### src/rtl/core/sbmq_pkg.sv
// Shared constants and status codes for the shared-buffer multi-queue.
package sbmq_pkg;

  localparam int ENTRIES_DEF    = 16;
  localparam int QUEUES_DEF     = 4;
  localparam int DATA_WIDTH_DEF = 32;

  localparam int VALUE_W = 32;
  localparam int SEL_W   = 2;
  localparam int STAT_W  = 2;

  localparam logic [STAT_W-1:0] STAT_OK        = 2'd0;
  localparam logic [STAT_W-1:0] STAT_OVERFLOW  = 2'd1;
  localparam logic [STAT_W-1:0] STAT_UNDERFLOW = 2'd2;

  localparam logic OP_ENQ = 1'b0;
  localparam logic OP_DEQ = 1'b1;

  localparam logic [VALUE_W-1:0] UNDERFLOW_VALUE = '1;

endpackage

### src/rtl/core/sbmq_ram.sv
// Generic single-write, single-read RAM with registered read data.
module sbmq_ram #(
  parameter int WIDTH = 8,
  parameter int DEPTH = 16,
  localparam int AW = (DEPTH > 1) ? $clog2(DEPTH) : 1
) (
  input  logic             clk,
  input  logic             we,
  input  logic [AW-1:0]    waddr,
  input  logic [WIDTH-1:0] wdata,
  input  logic [AW-1:0]    raddr,
  output logic [WIDTH-1:0] rdata
);

  logic [WIDTH-1:0] mem_r [DEPTH];
  logic [WIDTH-1:0] rdata_r;

  always_ff @(posedge clk) begin
    if (we) begin
      mem_r[waddr] <= wdata;
    end
    rdata_r <= mem_r[raddr];
  end

  assign rdata = rdata_r;

endmodule

### src/rtl/core/shared_buffer_multi_queue.sv
// Several FIFO queues sharing one entry store through a linked free list.
// Enqueue and error results are registered from the execute state (S_EXEC); a successful
// dequeue reads the head there, then link/data in S_DEQ, and its result is registered from S_DEQ.
// A new item is taken only in idle, once the last one has finished, as the dependent reads
// of the head/tail and link RAMs come first; a waiting result only stalls the finish.
// Reset: synchronous, clears queue-written bits, free head and high-water count; the link
// store is never swept, untouched entries follow the high-water count.
module shared_buffer_multi_queue
  import sbmq_pkg::*;
#(
  parameter int ENTRIES    = ENTRIES_DEF,
  parameter int QUEUES     = QUEUES_DEF,
  parameter int DATA_WIDTH = DATA_WIDTH_DEF
) (
  input  logic               clk,
  input  logic               rst_n,
  input  logic               in_tvalid,
  output logic               in_tready,
  input  logic [VALUE_W-1:0] in_tdata,   // value_in
  input  logic [2:0]         in_tuser,   // op, queue_sel
  output logic               out_tvalid,
  input  logic               out_tready,
  output logic [VALUE_W-1:0] out_tdata,  // value_out
  output logic [STAT_W-1:0]  out_tuser   // status
);

  localparam int PW  = $clog2(ENTRIES + 1);
  localparam int EAW = $clog2(ENTRIES);
  localparam int QW  = (QUEUES > 1) ? $clog2(QUEUES) : 1;
  localparam logic [PW-1:0] NIL = PW'(ENTRIES);

  localparam logic [1:0] S_IDLE = 2'd0;
  localparam logic [1:0] S_EXEC = 2'd1;
  localparam logic [1:0] S_DEQ  = 2'd2;

  logic [1:0]            state_r, state_nxt;
  logic                  op_r;
  logic [SEL_W-1:0]      q_r;
  logic [VALUE_W-1:0]    val_r;
  logic [PW-1:0]         free_head_r, free_head_nxt;
  logic [PW-1:0]         hw_r, hw_nxt;
  logic [QUEUES-1:0]     qwr_r, qwr_nxt;
  logic                  out_valid_r, out_valid_nxt;
  logic [VALUE_W-1:0]    out_value_r, out_value_nxt;
  logic [STAT_W-1:0]     out_status_r, out_status_nxt;

  logic                  in_xfer;
  logic                  done_ok;
  logic                  q_ok;
  logic [QW-1:0]         q_idx;
  logic [PW-1:0]         head_q;
  logic                  head_ok;
  logic                  free_ok;

  // RAM ports
  logic [QW-1:0]         qt_raddr;
  logic                  head_we, tail_we, link_we, data_we;
  logic [PW-1:0]         head_wdata, link_wdata;
  logic [EAW-1:0]        link_waddr, link_raddr;
  logic [PW-1:0]         head_rd, tail_rd, link_rd;
  logic [DATA_WIDTH-1:0] data_rd;

  assign in_tready = (state_r == S_IDLE);
  assign in_xfer   = in_tvalid && in_tready;
  assign done_ok   = !out_valid_r || out_tready;

  assign q_ok    = ({6'd0, q_r} < 8'(QUEUES));
  assign q_idx   = QW'(q_r);
  assign head_q  = (q_ok && qwr_r[q_idx]) ? head_rd : NIL;
  assign head_ok = (head_q < NIL);
  assign free_ok = (free_head_r < NIL);

  assign qt_raddr = (state_r == S_IDLE) ? QW'(in_tuser[2:1]) : q_idx;

  always_comb begin
    link_raddr = free_head_r[EAW-1:0];
    if (state_r == S_DEQ || (state_r == S_EXEC && op_r == OP_DEQ)) begin
      link_raddr = head_q[EAW-1:0];
    end
  end

  always_comb begin
    state_nxt      = state_r;
    free_head_nxt  = free_head_r;
    hw_nxt         = hw_r;
    qwr_nxt        = qwr_r;
    out_valid_nxt  = out_valid_r && !out_tready;
    out_value_nxt  = out_value_r;
    out_status_nxt = out_status_r;
    head_we        = 1'b0;
    tail_we        = 1'b0;
    link_we        = 1'b0;
    data_we        = 1'b0;
    head_wdata     = free_head_r;
    link_waddr     = tail_rd[EAW-1:0];
    link_wdata     = free_head_r;
    case (state_r)
      S_IDLE: begin
        if (in_xfer) begin
          state_nxt = S_EXEC;
        end
      end
      S_EXEC: begin
        if (op_r == OP_ENQ) begin
          if (done_ok) begin
            state_nxt     = S_IDLE;
            out_valid_nxt = 1'b1;
            out_value_nxt = '0;
            if (!q_ok || !free_ok) begin
              out_status_nxt = STAT_OVERFLOW;
            end else begin
              out_status_nxt = STAT_OK;
              data_we        = 1'b1;
              tail_we        = 1'b1;
              if (head_ok) begin
                link_we = 1'b1;  // append after current tail
              end else begin
                head_we        = 1'b1;
                qwr_nxt[q_idx] = 1'b1;
              end
              // entries at the high-water mark were never touched: link is index+1
              if (free_head_r == hw_r) begin
                free_head_nxt = hw_r + 1'b1;
                hw_nxt        = hw_r + 1'b1;
              end else begin
                free_head_nxt = link_rd;
              end
            end
          end
        end else if (head_ok) begin
          state_nxt = S_DEQ;
        end else if (done_ok) begin
          state_nxt      = S_IDLE;
          out_valid_nxt  = 1'b1;
          out_value_nxt  = UNDERFLOW_VALUE;
          out_status_nxt = STAT_UNDERFLOW;
        end
      end
      S_DEQ: begin
        if (done_ok) begin
          state_nxt      = S_IDLE;
          // a tail's link is not cleared, so a one-entry queue is found by head equal to tail and empties here
          head_we        = 1'b1;
          head_wdata     = (head_q == tail_rd) ? NIL : link_rd;
          link_we        = 1'b1;
          link_waddr     = head_q[EAW-1:0];
          link_wdata     = free_head_r;
          free_head_nxt  = head_q;
          out_valid_nxt  = 1'b1;
          out_value_nxt  = VALUE_W'($signed(data_rd));
          out_status_nxt = STAT_OK;
        end
      end
      default: begin
        state_nxt = S_IDLE;
      end
    endcase
  end

  always_ff @(posedge clk) begin
    if (!rst_n) begin
      state_r     <= S_IDLE;
      free_head_r <= '0;
      hw_r        <= '0;
      qwr_r       <= '0;
      out_valid_r <= 1'b0;
    end else begin
      state_r     <= state_nxt;
      free_head_r <= free_head_nxt;
      hw_r        <= hw_nxt;
      qwr_r       <= qwr_nxt;
      out_valid_r <= out_valid_nxt;
    end
  end

  always_ff @(posedge clk) begin
    if (in_xfer) begin
      op_r  <= in_tuser[0];
      q_r   <= in_tuser[2:1];
      val_r <= in_tdata;
    end
    out_value_r  <= out_value_nxt;
    out_status_r <= out_status_nxt;
  end

  sbmq_ram #(.WIDTH(PW), .DEPTH(QUEUES)) u_head_ram (
    .clk   (clk),
    .we    (head_we),
    .waddr (q_idx),
    .wdata (head_wdata),
    .raddr (qt_raddr),
    .rdata (head_rd)
  );

  sbmq_ram #(.WIDTH(PW), .DEPTH(QUEUES)) u_tail_ram (
    .clk   (clk),
    .we    (tail_we),
    .waddr (q_idx),
    .wdata (free_head_r),
    .raddr (qt_raddr),
    .rdata (tail_rd)
  );

  sbmq_ram #(.WIDTH(PW), .DEPTH(ENTRIES)) u_link_ram (
    .clk   (clk),
    .we    (link_we),
    .waddr (link_waddr),
    .wdata (link_wdata),
    .raddr (link_raddr),
    .rdata (link_rd)
  );

  sbmq_ram #(.WIDTH(DATA_WIDTH), .DEPTH(ENTRIES)) u_data_ram (
    .clk   (clk),
    .we    (data_we),
    .waddr (free_head_r[EAW-1:0]),
    .wdata (DATA_WIDTH'($unsigned(val_r))),
    .raddr (head_q[EAW-1:0]),
    .rdata (data_rd)
  );

  assign out_tvalid = out_valid_r;
  assign out_tdata  = out_value_r;
  assign out_tuser  = out_status_r;

  // free list head never runs ahead of the high-water mark
  a_free_le_hw: assert property (@(posedge clk) disable iff (!rst_n)
    (free_head_r <= hw_r) && (hw_r <= NIL))
    else $error("free head beyond high-water mark");

  // a result only appears when the sequencer finishes an item
  a_result_from_seq: assert property (@(posedge clk) disable iff (!rst_n)
    $rose(out_valid_r) |-> ($past(state_r) == S_EXEC || $past(state_r) == S_DEQ))
    else $error("result without a finished item");

  // every accepted item moves the sequencer out of idle
  a_accept_exec: assert property (@(posedge clk) disable iff (!rst_n)
    in_xfer |=> (state_r == S_EXEC))
    else $error("accepted item not executed");

endmodule

### config.mk
export PLATFORM = sky130hd
export DESIGN_NAME = shared_buffer_multi_queue
export DESIGN_NICKNAME = d
export VERILOG_FILES = /design/src/rtl/core/sbmq_pkg.sv /design/src/rtl/core/sbmq_ram.sv /design/src/rtl/core/shared_buffer_multi_queue.sv
export SDC_FILE = /design/constraint.sdc
export NUM_CORES = 1
export LEC_CHECK = 0
export BUFFER_PORTS_ARGS = -buffer_cell sky130_fd_sc_hd__buf_2
export CORE_MARGIN = 2
export CORE_UTILIZATION = 53
export DETAILED_ROUTE_END_ITERATION = 6
export GPL_TIMING_DRIVEN = 0
export PLACE_DENSITY = 0.69
export SLEW_MARGIN = 20
export SYNTH_ARGS = -nofsm -noshare
export SYNTH_HDL_FRONTEND = slang
export SYNTH_SLANG_ARGS = --single-unit
### constraint.sdc
create_clock -name clk -period 7.27 [get_ports clk]
set_input_delay 0.727 -clock clk [delete_from_list [all_inputs] [get_ports clk]]
set_output_delay 0.727 -clock clk [all_outputs]
set_load 0.01 [all_outputs]
Yosys cells after proc, flatten, opt, wreduce, memory -nomap -nowiden
Memories as Yosys holds them, arrays and structs flattened. A register that Yosys moved wholly into a read port is not among the register bits.
Cells that the tools add are included.
{"block": "op_classes", "n_eq_ne": 12, "n_reduce_logical": 14, "n_bitwise": 3, "n_mux": 61, "order_cmp": 4, "add_sub_neg": 1}
{"operator": "$mux 32", "count": 5}
{"operator": "$pmux 32 s2", "count": 1}
{"operator": "$mux 5", "count": 9}
{"operator": "$mux 1", "count": 25}
{"operator": "$mux 2", "count": 10}
{"operator": "$reduce_and 5->1", "count": 4}
{"operator": "$mux 4", "count": 3}
{"operator": "$eq 5x5->1", "count": 2}
{"operator": "$lt 5x5->1 const B", "count": 2}
{"operator": "$pmux 5 s2", "count": 1}
{"operator": "$ne 3x3->1 const B", "count": 3}
{"operator": "$ne 2x2->1 const B", "count": 4}
{"operator": "$pmux 1 s2", "count": 3}
{"operator": "$pmux 2 s3", "count": 1}
{"operator": "$add 5x1->5 const B", "count": 1}
{"operator": "$logic_and 1x1->1", "count": 4}
{"operator": "$or 4x4->4", "count": 1}
{"operator": "$pmux 2 s2", "count": 1}
{"operator": "$lt 2x3->1 const B", "count": 1}
{"operator": "$bmux 1 s2", "count": 1}
{"operator": "$demux 1 s2", "count": 1}
{"operator": "$eq 2x1->1 const B", "count": 1}
{"operator": "$eq 2x2->1 const B", "count": 1}
{"operator": "$ge 2x1->1 const B", "count": 1}
{"operator": "6 further kinds", "count": 9}
{"block": "word_totals", "wordCells": 109, "regBits": 86, "mem_count": 4, "ram_bits": 632}
{"name": "u_data_ram.mem_r", "words": 16, "word_bits": 32, "read_ports": 1, "rd_clocked_by_memory_dff": 1, "wr": 1, "line_no": "sbmq_ram.sv:15", "text": "logic [WIDTH-1:0] mem_r [DEPTH];"}
{"name": "u_link_ram.mem_r", "words": 16, "word_bits": 5, "read_ports": 1, "rd_clocked_by_memory_dff": 1, "wr": 1, "line_no": "sbmq_ram.sv:15"}
{"name": "u_head_ram.mem_r", "words": 4, "word_bits": 5, "read_ports": 1, "rd_clocked_by_memory_dff": 1, "wr": 1, "line_no": "sbmq_ram.sv:15"}
{"name": "u_tail_ram.mem_r", "words": 4, "word_bits": 5, "read_ports": 1, "rd_clocked_by_memory_dff": 1, "wr": 1, "line_no": "sbmq_ram.sv:15"}

Longest topological paths before layout
Gate-level depths: netlist of the first run.
{"block": "depth", "ltp_word": 11, "depth_mapped": 10}

By module
Synthesis of the first run repeated with hierarchy kept, for this count alone.
{"block": "unflattened", "hier_cells": 1394, "hier_area_um2": 28533.6}
{"mod": "sbmq_ram at u_data_ram", "cells_each": 838, "seq_area_each_um2": 16015.4, "instances": 1, "area_per_inst_um2": 19835.3}
{"mod": "shared_buffer_multi_queue", "cells_each": 331, "seq_area_each_um2": 2412.3, "instances": 1, "area_per_inst_um2": 3773.6}
{"mod": "sbmq_ram at u_link_ram", "cells_each": 155, "seq_area_each_um2": 2502.4, "instances": 1, "area_per_inst_um2": 3213.1}
{"mod": "sbmq_ram at u_head_ram ...", "cells_each": 35, "seq_area_each_um2": 700.7, "instances": 2, "area_per_inst_um2": 855.8}

Worst setup path after synthesis of the first run
OpenSTA, ideal clock, no wires.
{"block": "synth_path", "path_kind": "reg2reg", "startpoint": "register q_r[0] (netlist: q_idx[0])", "endpoint": "register out_value_r[0] (netlist: out_tdata[0]), enable pin", "arrival_ns": 4.044, "slack_ns": 2.738, "required_time_ns": 6.782, "period_less_slack_ns": 4.532, "stages_incl_launch_ff": 6, "n_path_buf": 2, "path_cell_list": "edfxtp_1 > buf_6 > mux4_2 > buf_2 > nor2b_1 > a311oi_1"}
{"block": "synth_between", "elab_chain_cells": 6}
{"element": "from (decl)", "line_no": "shared_buffer_multi_queue.sv:38", "text": "logic [SEL_W-1:0] q_r;"}
{"element": "from (signal assigned)", "line_no": "shared_buffer_multi_queue.sv:179", "text": "q_r <= in_tuser[2:1];"}
{"element": "$bmux 1 s2 *", "line_no": "shared_buffer_multi_queue.sv:69", "text": "assign head_q = (q_ok && qwr_r[q_idx]) ? head_rd : NIL;"}
{"element": "$mux 1 (implied by the code) *", "line_no": "shared_buffer_multi_queue.sv:69"}
{"element": "$mux 5 *", "line_no": "shared_buffer_multi_queue.sv:69"}
{"element": "$lt 5x5->1 *", "line_no": "shared_buffer_multi_queue.sv:70", "text": "assign head_ok = (head_q < NIL);"}
{"element": "$ne 3x3->1 (no source line)"}
{"element": "$reduce_and 5->1 (no source line) *"}
{"element": "to (signal assigned)", "line_no": "shared_buffer_multi_queue.sv:182", "text": "out_value_r <= out_value_nxt;"}
{"element": "to (decl)", "line_no": "shared_buffer_multi_queue.sv:44", "text": "logic [VALUE_W-1:0] out_value_r, out_value_nxt;"}
Every way passes the cells marked *; elsewhere a longest branch is shown, timed or not. The select of a mux whose other input is x is not followed.
A chain may end at the register's enable or synchronous reset.

Worst setup path after layout of the first run
{"block": "layout_path", "startpoint": "register u_head_ram.rdata_r[1] (netlist: u_head_ram.rdata[1]), read port of u_head_ram.mem_r", "endpoint": "memory u_link_ram.mem_r[12][4] (netlist bit), enable pin"}
{"block": "layout_between", "elab_chain_cells": 9}
{"element": "from (decl)", "line_no": "sbmq_ram.sv:16", "text": "logic [WIDTH-1:0] rdata_r;"}
{"element": "$mux 5 *", "line_no": "shared_buffer_multi_queue.sv:69"}
{"element": "$lt 5x5->1", "line_no": "shared_buffer_multi_queue.sv:70"}
{"element": "$mux 1", "line_no": "shared_buffer_multi_queue.sv:115", "text": "if (head_ok) begin"}
{"element": "$mux 1", "line_no": "shared_buffer_multi_queue.sv:109", "text": "if (!q_ok || !free_ok) begin"}
{"element": "$mux 1", "line_no": "shared_buffer_multi_queue.sv:105", "text": "if (done_ok) begin"}
{"element": "$mux 1", "line_no": "shared_buffer_multi_queue.sv:104", "text": "if (op_r == OP_ENQ) begin"}
{"element": "$pmux 1 s2", "line_no": "shared_buffer_multi_queue.sv:97", "text": "case (state_r)"}
{"element": "$mux 1", "line_no": "sbmq_ram.sv:19", "text": "if (we) begin"}
{"element": "$mux 1 (implied by the code)", "line_no": "sbmq_ram.sv:20", "text": "mem_r[waddr] <= wdata;"}
{"element": "to (decl)", "line_no": "sbmq_ram.sv:15"}
Every way passes the cells marked *; elsewhere a longest branch is shown, timed or not.

==> results of run 1 <==
==> critical path: cells and delay by family, from the launching register on <==
family          cells  cell delay, ps
compound gates      1             510
simple gates        2             540
buf+inv             4            1970
flops               1             320
==> Yosys cell counts, types with 2 or more instances <==
cell,count,area (um^2)
o21a_1,6,45.0
a22oi_1,2,15.0
xnor2_1,9,78.8
and2_0,20,125
a22o_1,8,70.1
a31oi_1,35,219
buf_2,10,50.1
edfxtp_1,701,21100
xor2_1,4,35.0
o211ai_1,69,518
a32oi_1,2,17.5
o221a_2,31,349
nor2b_1,42,263
ha_1,5,62.6
a221o_1,2,20.0
clkbuf_1,96,360
nor3b_1,3,22.5
a21o_1,2,15.0
mux2_2,36,405
nand2b_1,8,50.1
a21oi_1,77,385
inv_1,7,26.3
buf_1,14,52.6
dfxtp_1,64,1280
nand3b_1,4,30.0
a221oi_1,3,26.3
mux2i_1,22,220
nor2_1,83,312
nand3_1,10,50.1
mux4_2,83,1870
nor3_1,15,75.1
and2_1,21,131
o211a_1,3,30.0
a21boi_0,3,22.5
o31ai_1,2,15.0
nand2_1,260,976
o22ai_1,9,56.3
buf_6,5,56.3
or3_1,5,31.3
o21ai_0,113,566
==> state kept, by name, summed over array words and instances, names as in the netlist, 4 cells and up <==
signal,flops
u_link_ram.rdata,5
val_r,32
hw_r,5
u_data_ram.rdata,32
u_link_ram.mem_r,80
qwr_r,4
u_data_ram.mem_r,512
u_head_ram.rdata,5
u_head_ram.mem_r,20
out_tdata,32
u_tail_ram.rdata,5
u_tail_ram.mem_r,20
free_head_r,5
==> metrics by stage <==
stage	setup WS [ps]	cells	power (mW)
floorplan	2740	1905	5.37
global placement	-532	2735	5.58
detailed placement	3340	2772	5.60
CTS	3280	2912	9.52
global route	3510	2912	9.73
finish	3610	2912	9.48
==> how the worst min path moves through the flow <==
stage                end  slack (ps)  depth (start not counted)
2_1_floorplan   qwr_r[3]         450                          1
3_5_place_dp    qwr_r[1]         480                          1
6_report        val_r[1]         270                          1
4_1_cts        val_r[20]         250                          1
3_3_place_gp    qwr_r[0]         470                          1
5_1_grt         val_r[1]         260                          1
==> area by class of cell <==
type / instances / area [um^2] / share of cell area, %
sequential: 765 / 22300 / 64.4
multi-input combinational: 1008 / 7360 / 21.2
clock buffer: 117 / 2270 / 6.56
tap: 756 / 946 / 2.73
timing repair buffer: 111 / 941 / 2.71
buffer: 125 / 523 / 1.51
clock inverter: 23 / 259 / 0.747
inverter: 7 / 26.3 / 0.0758
==> cell usage in the layout (no fill, tap or decap), drive strengths merged, types with 8 or more instances in the layout <==
cell type    n
buf        139
a31oi       35
o21ai      113
a21oi       77
edfxtp     701
xnor2        9
nor2        83
mux4        84
nand2b       8
nand2      261
clkbuf     214
mux2        36
mux2i       23
o22ai        9
o211ai      69
dfxtp       64
clkinv      15
nor3        15
and2        42
o221a       32
nand3       10
inv          8
nor2b       42
a22o         8
==> metal layers <==
metal  share of wire (%)  vias up
li1                    -     7729
met1                  41     8856
met2                  49      784
met3                 7.2      167
met4                 3.3        0
met5                   0        -
==> power by group through the flow <==
stage	logic, mW	registers [mW]	clock network [mW]
final	0.551	4.96	3.97
after global routing	0.593	4.97	4.17
after CTS	0.551	4.96	4.01
after detailed placement	0.547	5.05	0
after global placement	0.528	5.05	0
after floorplan	0.351	5.02	0
==> kinds of logic after synthesis <==
logic type               Yosys count  share of synthesized area (%)
multiplexers                     143                           8.42
AO/OA/AOI/OAI                    371                           8.00
XOR/XNOR                          13                          0.378
adder cells (fa/ha/maj)            5                          0.208
flip-flops                       765                           74.2
buffers and inverters            132                           1.81
AND/OR/NAND/NOR                  476                           6.98
==> flow_summary.ini, run 1 <==
[status]
status = finished clean

[sta]
finalMaxSlewViolations = 0
setup_viol = 0
whs_ps = 273
hold_violations = 0
rsz0062_at_grt = no
maxSlewHeadroom_pct = 35.6
fin_tns_setup_ps = 0
min_period_over_period_pct = 50.4
tightest_slew_ps = 964
skew_ps = 24.9
max_freq_ghz = 0.273
period_minus_slack_ps = 3660

[grt]
grt_antenna_before_repair = 0
track_usage_pct = 25.0
grt.busiest_layer = met2
use_met3_pct = 5.10
grt_pass1_wl_mm = 109
grt_pass1_vias = 17600
grt_max_degree = 37
overflow = 0
use_met1_pct = 33.2
grtUsageMet2_pct = 41.3

[routing]
ant_nets = 0
vias = 17500
wl_per_cell_um = 24.9
wl_mm = 72.6
drc = 0
drt-initial-drc-count = 1937
firstDrtPassIters = 6
routed_via_density = 6.02

[power_and_ir_drop]
p_comb_share_pct = 5.8
p_int_mw = 7.42
power_density_nw_per_um2 = 273
p_switching_mw = 2.05
peakVddDrop_mv = 0.201
p_sw_share_pct = 21.7
pwr-share-seq_pct = 52.3
pwr-share-clk_pct = 41.9
p_leak_nw = 11.2

[cells_and_area]
drive_gt1_share_pct = 18.8
diodes = 0
final_area_um2 = 34700
utilization_pct = 61.6
area_growth_pct = 15.2
nNetsFinal = 2139
fillCellCount = 4044

[clock_tree]
clk_pin_slew_worst_paths_ps = 60
numCtsBuffers = 77
cts_resized = 0
insertion_delay_ps = 630
htreeDepth = 3
cts.path.max_buffers = 3
cts_root_buf = clkbuf_16
cts_setup_buffers = 0
cts_tree = done
ctsHoldBuffers = 0
clock-sinks = 765

[die]
initial_core_util_pct = 53.5
die_y_um = 242
die_w_um = 242
die_area_um2 = 58700
core_region_area_um2 = 56300
row_count = 87
io_pins = 75

[min_path]
worstHoldStart = in_tdata[1]
hp-class = in -> reg

[critical_path]
cp_common_cell = buf_2
rr_worst_depth = 7
path_cells = buf_2, buf_2, clkbuf_2, clkbuf_1, nand2_1, a31oi_1, nor2_1
crit_path_top_delay_cell = clkbuf_1
cp_max_fo = 10
cp-endpoint = u_link_ram.mem_r[12][4]
setup.worst_path.end_class = flop
critPathLaunchType = flop
r2r-end = u_link_ram.mem_r[12][4]
crit_arrival_ps = 3990
crit_required_ps = 7600
cp_slowest_stage_delay_ps = 620
r2r_setup_slack_ps = 3610
r2r-start = u_head_ram.rdata[1]
crit_type = reg -> reg
crit_start = u_head_ram.rdata[1]

[placement]
placed_area_um2 = 32100
port_buffers = 74
gp_congestion = 0.866
hpwl_mm = 47.8

[synthesis]
ys_ff_latch = 765
syn_nets = 1949
syn_area_um2 = 30100
synth_cell_type_count = 51
synth_edf_count = 701
ys_seq_area_share_pct = 74.2
synthArstFlopShare_pct = 0
avgSynthCellArea_um2 = 15.8
synthFlopType = edfxtp_1
netlist_instances = 1905
synth_warnings = 0

[run]
drv_cap = 0
Power figures use the tool's default switching activity.
==> run 2: changes to the inputs <==
- PLACE_DENSITY: 0.69 -> 0.72
- clock period: 7.27 -> 3.3 ns (I/O delays scaled with it)
==> run 2 against run 1 <==
  * The run now ends with negative setup slack left
  * Via count is 1.5% higher
  * Power is 120% higher
  * Fmax is 9.6% higher
  * Clock power is 110% higher
  * Routed wire length is 1.6% higher
  * Sequential power is 120% higher
  * Design area is 1.2% higher
  * Cell count is 0.93% higher
  * Worst setup slack worse by 3700 ps
  * Die area stayed put
  * Non-clock buffer count is 29 higher
  * Sequential share of layout area is 0.74 points lower
  * Critical endpoint is now u_link_ram.mem_r[8][3]
  * Largest cell class unchanged
==> flow_summary.ini, run 2 (synthesis results as in run 1) <==
[cells_and_area]
final_area_um2 = 35100
area_growth_pct = 16.5
instances_no_fill = 2939
fillCellCount = 4021
layout_common_cells = edfxtp_1 (701), nand2_1 (260), o21ai_0 (113)
top_register = u_data_ram.mem_r
nNetsFinal = 2167
diodes = 0
largest_reg_flops = 512
drive_gt1_share_pct = 19.7
final_common_cell = edfxtp_1
utilization_pct = 62.3
multi_input_area_um2 = 7410
seq_area_um2 = 22300
largest_registers = u_data_ram.mem_r: 512 flops, u_link_ram.mem_r: 80 flops

[die]
io_pins = 75
row_count = 87
die_area_um2 = 58700
die_y_um = 242
initial_core_util_pct = 53.5
die_w_um = 242
core_region_area_um2 = 56300

[critical_path]
rr_worst_depth = 9
crit_type = reg -> reg
r2r-end = u_link_ram.mem_r[8][3]
cp_max_fo = 10
setup.worst_path.end_class = flop
r2r-start = q_idx[0]
cp-endpoint = u_link_ram.mem_r[8][3]
crit_required_ps = 3620
crit_start = q_idx[0]
critPathLaunchType = flop
crit_arrival_ps = 3670
r2r_setup_slack_ps = -40

[power_and_ir_drop]
pwr-share-clk_pct = 41.1
p_leak_nw = 11.4
p_switching_mw = 4.60
pwr-share-seq_pct = 52.7
p_int_mw = 16.1
peakVddDrop_mv = 0.459
power_density_nw_per_um2 = 591
p_comb_share_pct = 6.1
p_sw_share_pct = 22.2
fin_total_pwr_mw = 20.7

[routing]
met2_length_mm = 35.8
wl_per_cell_um = 25.1
ant_nets = 0
drt-met1-wl_mm = 28.9
drt-initial-drc-count = 1917
met3RoutedLength_mm = 6.20
firstDrtPassIters = 6
vias = 17800
routed_via_density = 6.06
drc = 0
highest_layer = met4
wl_mm = 73.8

[min_path]
hp-class = in -> reg
worstHoldStart = rst_n
hold_depth = 2

[status]
violations = negative setup slack
status = finished with violations

[clock_tree]
insertion_delay_ps = 630
clk_pin_slew_worst_paths_ps = 60
cts.path.max_buffers = 3
htreeDepth = 3
clock-sinks = 765
numCtsBuffers = 76
cts_root_buf = clkbuf_16
cts_tree = done

[placement]
placed_area_um2 = 32200
hpwl_mm = 47.7
dp_cells = 2764
gp_congestion = 0.890
place_ws_ps = -524
port_buffers = 74

[run]
drv_cap = 0

[grt]
track_usage_pct = 25.2
overflow = 0
grt_max_degree = 37
grt_pass1_vias = 18200
grt_pass1_wl_mm = 111
grt_antenna_before_repair = 0

[sta]
finalMaxSlewViolations = 0
tightest_slew_ps = 1010
skew_ps = 20.1
whs_ps = 42.7
fin_tns_setup_ps = -307
maxSlewHeadroom_pct = 32.4
rsz0062_at_grt = yes
hold_violations = 0
setup_viol = 10
period_minus_slack_ps = 3340
max_freq_ghz = 0.299
min_period_over_period_pct = 101
setup_ws_ps = -44.5
run 2: cell type report:
cell class                 count  share of cell area [%]
tap                          756                    2.70
clock inverter                38                    1.01
sequential                   765                    63.7
clock buffer                 100                    5.98
multi-input combinational   1008                    21.1
inverter                       7                  0.0749
buffer                       124                    1.55
timing repair buffer         141                    3.89
run 2: routing by layer:
layer / up-vias / track usage (%)
met4: 0 / 10.7
met5: - / 0
met1: 8933 / 33.4
li1: 7792 / -
met2: 894 / 41.2
met3: 184 / 4.96
run 2: how the worst min path moves through the flow:
stage and end:
2_1_floorplan op_r, 3_3_place_gp qwr_r[0], 3_5_place_dp qwr_r[1], 4_1_cts free_head_r[1]
5_1_grt hw_r[1], 6_report state_r[0]
run 2: critical path, stage by stage (launching register included):
cell	delay, ps
edfxtp_1	380
buf_6	160
mux4_2	400
buf_2	290
buf_2	360
buf_4	320
buf_2	350
nand2_1	180
a31oi_2	380
nor2_1	220
run 2: power by group through the flow:
stage               Clock [mW]  Sequential [mW]  Combinational [mW]
detailed placement           0             11.1                1.21
CTS                       8.62             10.9                1.26
floorplan                    0             11.1               0.775
finish                    8.53             10.9                1.27
global route              8.99             10.9                1.36
global placement             0             11.1                1.16
run 2: repair_timing:
action / 4_1_cts / 5_1_grt
pin swaps: 0 / 2
resized for setup: 14 / 18
gates cloned: 0 / 0
endpoints found under the setup margin: 100 / 168
setup buffers: 0 / 3
endpoints found under the hold margin: 35 / 0
hold buffers: 35 / 0
==> run 3: changes to the inputs <==
- PLACE_DENSITY: 0.72 -> 0.73
==> run 3 against run 2 <==
  * The flow now finishes without violations
  * Design area is 0.30% higher
  * Clock skew is 4.4 ps higher
  * Combinational power hardly changed
  * Fmax is 1.7% higher
  * Power is 1.4% higher
  * Non-clock buffer count is 6 higher
  * Largest cell class unchanged
==> flow_summary.ini, run 3 (synthesis results as in run 1) <==
[routing]
firstDrtPassIters = 6
wl_per_cell_um = 24.9
drt-initial-drc-count = 1820
vias = 17900
routed_via_density = 6.07
ant_nets = 0
drc = 0
wl_mm = 73.3

[clock_tree]
htreeDepth = 3
clk_pin_slew_worst_paths_ps = 60
clock-sinks = 765
insertion_delay_ps = 640
numCtsBuffers = 77
cts_root_buf = clkbuf_16
cts_tree = done
cts.path.max_buffers = 3

[grt]
grt_pass1_wl_mm = 110
overflow = 0
grt.busiest_layer = met2
grt_antenna_before_repair = 0
grt_pass1_vias = 17900
use_met3_pct = 3.92
use_met1_pct = 33.9
track_usage_pct = 24.9
grtUsageMet2_pct = 40.3
grt_max_degree = 37

[cells_and_area]
layout_common_cells = edfxtp_1 (701), nand2_1 (260), o21ai_0 (113)
largest_reg_flops = 512
seq_area_um2 = 22300
nNetsFinal = 2174
multi_input_area_um2 = 7410
drive_gt1_share_pct = 19.8
instances_no_fill = 2946
diodes = 0
final_common_cell = edfxtp_1
area_growth_pct = 16.9
final_area_um2 = 35200
largest_registers = u_data_ram.mem_r: 512 flops, u_link_ram.mem_r: 80 flops
top_register = u_data_ram.mem_r
fillCellCount = 3984

[sta]
skew_ps = 24.5
hold_violations = 0
rsz0062_at_grt = yes
maxSlewHeadroom_pct = 29.7
min_period_over_period_pct = 99.6
setup_viol = 0
tightest_slew_ps = 1050
period_minus_slack_ps = 3290
finalMaxSlewViolations = 0
max_freq_ghz = 0.304

[placement]
placed_area_um2 = 32100
dp_cells = 2762
gp_congestion = 0.879
hpwl_mm = 47.4
port_buffers = 74

[die]
io_pins = 75
initial_core_util_pct = 53.5
die_w_um = 242
core_region_area_um2 = 56300
die_y_um = 242
die_area_um2 = 58700
row_count = 87

[status]
status = finished clean

[critical_path]
r2r_setup_slack_ps = 10
setup.worst_path.end_class = flop
cp-endpoint = u_data_ram.mem_r[14][25]
rr_worst_depth = 4
crit_required_ps = 3620
crit_start = free_head_r[3]
crit_type = reg -> reg
critPathLaunchType = flop
r2r-start = free_head_r[3]
crit_arrival_ps = 3610
cp_max_fo = 24
r2r-end = u_data_ram.mem_r[14][25]

[power_and_ir_drop]
power_density_nw_per_um2 = 597
peakVddDrop_mv = 0.488
p_leak_nw = 11.4

[run]
drv_cap = 0

[min_path]
hp-class = in -> reg
==> run 3: changes by cell type in the layout (fill, tap and decap cells not counted), sizes merged <==
cell      before  now
clkinv        25   20
buf          133  137
bufinv         5    8
clkbuf       197  201
clkinvlp       5    4
inv           10   12
==> run 3: worst min-delay path by stage <==
stage	slack (ps)	end	start	cells after the start
CTS	0.1	free_head_r[1]	rst_n	2
global placement	470	qwr_r[0]	qwr_r[0]	1
global route	20	free_head_r[1]	rst_n	2
floorplan	430	op_r	in_tuser[0]	0
detailed placement	480	qwr_r[0]	qwr_r[0]	1
finish	20	state_r[0]	rst_n	2
==> run 3: metal layers <==
| layer | wire length [um] | up-vias |
|---|---|---|
| li1 | - | 7820 |
| met2 | 35500 | 952 |
| met4 | 2870 | 0 |
| met5 | 0 | - |
| met3 | 5760 | 175 |
| met1 | 29100 | 8925 |
==> run 3: layout make-up <==
class	count	area share, %
buffer	125	1.54
clock buffer	102	5.97
clock inverter	37	1.30
inverter	7	0.0747
multi-input combinational	1008	21.1
sequential	765	63.5
tap	756	2.69
timing repair buffer	146	3.87
==> run 3: power by group <==
| group | leakage [nW] | switching (mW) | internal, mW |
|---|---|---|---|
| clock network | 1.24 | 3.67 | 5.15 |
| logic | 3.28 | 0.770 | 0.491 |
| registers | 6.90 | 0.185 | 10.7 |
==> run 3: repair_timing <==
action,4_1_cts,5_1_grt
hold endpoints to repair,35,0
gates resized for setup,12,15
hold buffers,35,0
pin swaps,1,2
setup endpoints to repair,92,170
gates cloned,0,0
setup buffers,1,9
==> run 3: critical path, cell delays in order, from the launching register on <==
cell,delay [ps]
dfxtp_1,990
clkbuf_1,470
nand3_1,490
nor2_4,730
buf_16,260
==> run 3: stage by stage <==
stage,util (%),hold slack (ps),setup TNS [ps],setup slack (ps),power (mW)
finish,62.5,22.7,0,11.9,21.0
global route,62.5,18.5,-1480,-100,21.6
CTS,62.3,0.122,0,7.50,21.1
detailed placement,57.1,477,-26900,-500,12.3
global placement,55.9,469,-842050,-1970,12.3
floorplan,-,429,-1960,-57.8,11.8
